**config.mk**
```make
export PLATFORM = sky130hd
export DESIGN_NAME = stbs_controller
export DESIGN_NICKNAME = d
export VERILOG_FILES = /design/src/rtl/core/stbs_pkg.sv /design/src/rtl/core/stbs_controller.sv
export SDC_FILE = /design/constraint.sdc
export NUM_CORES = 1
export LEC_CHECK = 0
export ABC_AREA = 1
export BUFFER_PORTS_ARGS = -buffer_cell sky130_fd_sc_hd__buf_2
export CORE_AREA = 2 2 39 41
export DETAILED_ROUTE_END_ITERATION = 16
export DIE_AREA = 0 0 41 43
export PLACE_DENSITY = 0.36
export SLEW_MARGIN = 20
export SYNTH_ARGS = -nofsm -noshare
export SYNTH_HDL_FRONTEND = slang
export SYNTH_SLANG_ARGS = --single-unit
```
**constraint.sdc**
```tcl
create_clock -name clk -period 0.8 [get_ports clk]
set_input_delay 0.08 -clock clk [delete_from_list [all_inputs] [get_ports clk]]
set_output_delay 0.08 -clock clk [all_outputs]
set_load 0.01 [all_outputs]
```
**src/rtl/core/stbs_pkg.sv**
```systemverilog
// Shared types and constants of the sorted table search core.
package stbs_pkg;

  localparam int TABLE_DEPTH = 1024;
  localparam int KEY_WIDTH   = 32;
  localparam int INDEX_WIDTH = $clog2(TABLE_DEPTH);
  localparam int COUNT_WIDTH = $clog2(TABLE_DEPTH + 1);
  localparam int CFG_WIDTH   = 11;
  localparam int REG_IDX_WIDTH = 2;

  localparam logic [REG_IDX_WIDTH-1:0] REG_ENTRY_COUNT = 2'd0;
  localparam logic [REG_IDX_WIDTH-1:0] REG_SIGNED_KEYS = 2'd1;

  localparam logic MODE_WRITE  = 1'b0;
  localparam logic MODE_SEARCH = 1'b1;

  typedef struct packed {
    logic        mode;
    logic [9:0]  entry_index;
    logic [31:0] entry_value;
    logic [31:0] search_key;
  } in_item_t;

  typedef struct packed {
    logic       found;
    logic [9:0] match_index;
  } out_item_t;

  typedef struct packed {
    logic write;
    logic load;
    logic step;
    logic emit;
  } stbs_cmd_t;

  typedef struct packed {
    logic hit;
    logic exhausted;
  } stbs_status_t;

endpackage

```
**src/rtl/core/stbs_controller.sv**
```systemverilog
// Search controller: accepts items and sequences the probe loop.
module stbs_controller
  import stbs_pkg::*;
(
  input  logic         clk,
  input  logic         rst,
  input  logic         start,
  input  logic         mode,
  input  stbs_status_t status,
  output stbs_cmd_t    cmd,
  output logic         busy,
  output logic         result_valid
);

  typedef enum logic {
    IDLE,
    SEARCH
  } state_t;

  state_t state;
  logic   accept;

  assign busy   = (state == SEARCH);
  assign accept = start && !busy;

  always_comb begin
    cmd.write = accept && (mode == MODE_WRITE);
    cmd.load  = accept && (mode == MODE_SEARCH);
    cmd.step  = (state == SEARCH);
    cmd.emit  = (cmd.load && status.exhausted)
             || (cmd.step && (status.hit || status.exhausted));
  end

  always_ff @(posedge clk) begin
    if (rst) begin
      state        <= IDLE;
      result_valid <= 1'b0;
    end else begin
      result_valid <= cmd.emit;
      case (state)
        IDLE: begin
          if (cmd.load && !status.exhausted) begin
            state <= SEARCH;
          end
        end
        SEARCH: begin
          if (cmd.emit) begin
            state <= IDLE;
          end
        end
        default: begin
          state <= IDLE;
        end
      endcase
    end
  end

endmodule

```
### After elaboration in Yosys (flattened, before gate mapping)

Cells that the tools add are included.

* flip-flop bits (word level): 2
* input bits: 6
* output and inout port bits: 6
* word-level logic and storage cells: 17

* multiplexer cells: 3
* bitwise gates (word level): 2
* reduce and logical (&&, ||, !) cells: 10

Operators with widths (number)
* $logic_and A1 B1 Y1: 6
* $logic_not A1 Y1: 2
* $logic_or A1 B1 Y1: 2
* $mux W1: 2
* $not A1 Y1: 2
* $pmux W1 S2: 1

### Depth between registers and ports, before layout

* depth after elaboration: 7
* gate-level depth with buffers: 4
* gate-level depth less buffers: 4

### Worst setup path before layout

No wires, ideal clock.

* kind: reg-to-output
* start: reg state, in the netlist busy
* end: out cmd[0] (netlist name)
* data arrival time: 0.716 ns
* data required time: 0.720 ns
* slack: 0.004 ns
* stages on the path, launching flop included: 5
* buffers on the path: 0
* path through: dfxtp_1 -> nand2_1 -> nand2_1 -> nand2_2 -> inv_1

RTL lines
* start, declared: RTL line stbs_controller.sv:20 `state_t state;`
* start signal, assigned: RTL line stbs_controller.sv:36 `state <= IDLE;`
* start signal, assigned: RTL line stbs_controller.sv:43 `state <= SEARCH;`
* start signal, assigned: RTL line stbs_controller.sv:48 `state <= IDLE;`
* end, declared: RTL line stbs_controller.sv:10 `output stbs_cmd_t cmd,`

==> metrics <==
status=finished with violations; failing checks=negative setup slack; Post-Syn Nets=25; Final nets=42; Cells after Synth=19; PwrDens=1550 mW/mm2; most frequent cells in the layout=buf_2, inv_1, nand2_1, clkbuf_4; min cycle time layout=1.05 ns; Hold Vio Cnt, Final=0; clk sinks=2; worst skew pair latency=0.22 ns; CTS tree=done; Hold-fix buffers, CTS=0; Die Ht=43 um; layout cell share with drive strength beyond 1=0.676; Hold WS=0.0341 ns; unique cell type count in the Yosys netlist=11; maximum vdd ir drop=377 uV; RSZ-0062 raised after global routing=true; Final setup viols=6; vias in the first global route=113; Cells after DPL=45; post-layout total power=404 uW; Diodes inserted=0; maximum achievable frequency=950 MHz; clock root cell=clkbuf_4; final period utilization=1.32; Final WS setup=-0.253 ns; pre-CTS WS=-0.0678 ns; finished layout cell area=260 um2; WL/cell=7.22 um; worst hold path class=in2reg; pin count of the biggest net entering global routing=8; die area=0.00176 mm2; crit-path max cell delay=0.35 ns; Layout area overhead=112%; flops & latches, synth=2; Max Cap Violations=0; crit path capture type=output pin; DP Wirelength=257 um; WP data required=0.72 ns; Ys Warns=0; Vias/cell=3.34; Congestion Overflow GR=0; Crit Path Max Fanout=7; FP Rows=14; Yosys top cell area share=0.327; DRT Wirelength=361 um; Mapped Area=123 um2; Max Buffers Root-to-Sink=2; Crit-path slowest cell=dfxtp_4; Core Region=0.00138 mm2; clock skew=0.000729 ns; CP top delay family=flip-flops; CP arrival=0.97 ns; dpl cell area=190 um2; Crit Path Category=reg2out; First-pass DRT Iterations=2; Leak=0.000155 uW; Starting Density=0.0886; non-filler cells, final=50; global-route wire length before repair=448 um; Bufs and invs on worst path=2; Slew headroom=0.897; share of the yosys chip area belonging to registers=0.327; IO Pins=12; Final GP Congestion=0.529; initial antenna violation count=0; H-tree Lvls=1; post-synth top area cell=dfxtp_1; vias post-DR=167; most common cell after layout, fill and taps aside=buf_2; Setup crit start kind=register; Die Wd=41 um; final slew viol count=0; number of nets still failing antenna checks after routing=0; critical-path cell list=a21o_4 -> nand2_4 -> inv_2 -> buf_6; Worst Tran Pin Value=0.153 ns; GR Util All Layers=0.0461; setup slack, reg-to-reg=-0.05 ns; CTS clk-pin slew, worst paths=0.03 ns; Avg Cell Area, Syn=6.45 um2; Port Buffers=11; total CTS buffers=3; Initial DRC Count=1; synth top area cells=dfxtp_1, inv_1, nand2_1; Post-route DRC=0
==> worst paths after layout <==
check,to,startpoint,cells after the start
hold reg to reg,busy$_SDFF_PP0_,busy$_SDFF_PP0_,2
setup reg to reg,result_valid$_SDFF_PP0_,busy$_SDFF_PP0_,4
hold / removal,result_valid$_SDFF_PP0_,rst,2
setup / recovery,cmd[0],busy$_SDFF_PP0_,4
==> registers in the layout, summed over array words and instances (netlist names) <==
| register | count |
|---|---|
| busy | 1 |
| result_valid | 1 |
==> metrics by stage <==
stage	TNS, ns	utilization
floorplan	0	-
global placement	-0.0921	0.137
detailed placement	-0.0917	0.137
CTS	-0.724	0.155
global route	-1.07	0.188
finish	-0.788	0.188
==> per-layer routing <==
layer	share of wire	track usage	wire length (um)
met4	0	0.0600	0
met2	0.45	0.0344	164
met1	0.43	0.0543	154
met3	0.12	0.0471	42
met5	0	0	0
==> repair_timing <==
item	in CTS	in global routing
endpoints found under the setup margin	5	5
buffers inserted	0	2
pin swaps	1	1
gates resized for setup	1	8
==> cell type report <==
cell class,count,area [um2]
Fill cell,174,1120
Timing Repair Buffer,13,82.6
Multi-Input combinational cell,11,72.6
Sequential cell,2,43.8
Clock buffer,3,22.5
Tap cell,16,20.0
Inverter,5,18.8
==> worst register-to-register path: stages, from the launching register on <==
cell and delay [ns]:
dfxtp_4 0.35, a21o_4 0.19, nand2_4 0.07, buf_4 0.10, nor2_2 0.03
==> cells in the mapped netlist (all sizes together) <==
| cell type | count |
|---|---|
| inv | 5 |
| dfxtp | 2 |
| nor2 | 2 |
| or2 | 1 |
| a21o | 1 |
| buf | 1 |
| a21oi | 1 |
| nand2 | 5 |
| nor3 | 1 |
==> kinds of logic (layout without fill, tap and decap cells) <==
logic type,count (synthesis),after routing,share of synthesized area
buffers and inverters,6,21,0.214
AND/OR/NAND/NOR,9,9,0.347
flip-flops,2,2,0.327
AO/OA/AOI/OAI,2,2,0.112
==> report_power, final <==
| group | internal (uW) | switching [uW] | total (uW) |
|---|---|---|---|
| Clock | 165 | 51.9 | 217 |
| Sequential | 102 | 3.28 | 105 |
| Combinational | 43.5 | 38.8 | 82.3 |
| Total | 310 | 94.1 | 404 |
Note: power is estimated with default switching activity, not from simulation.
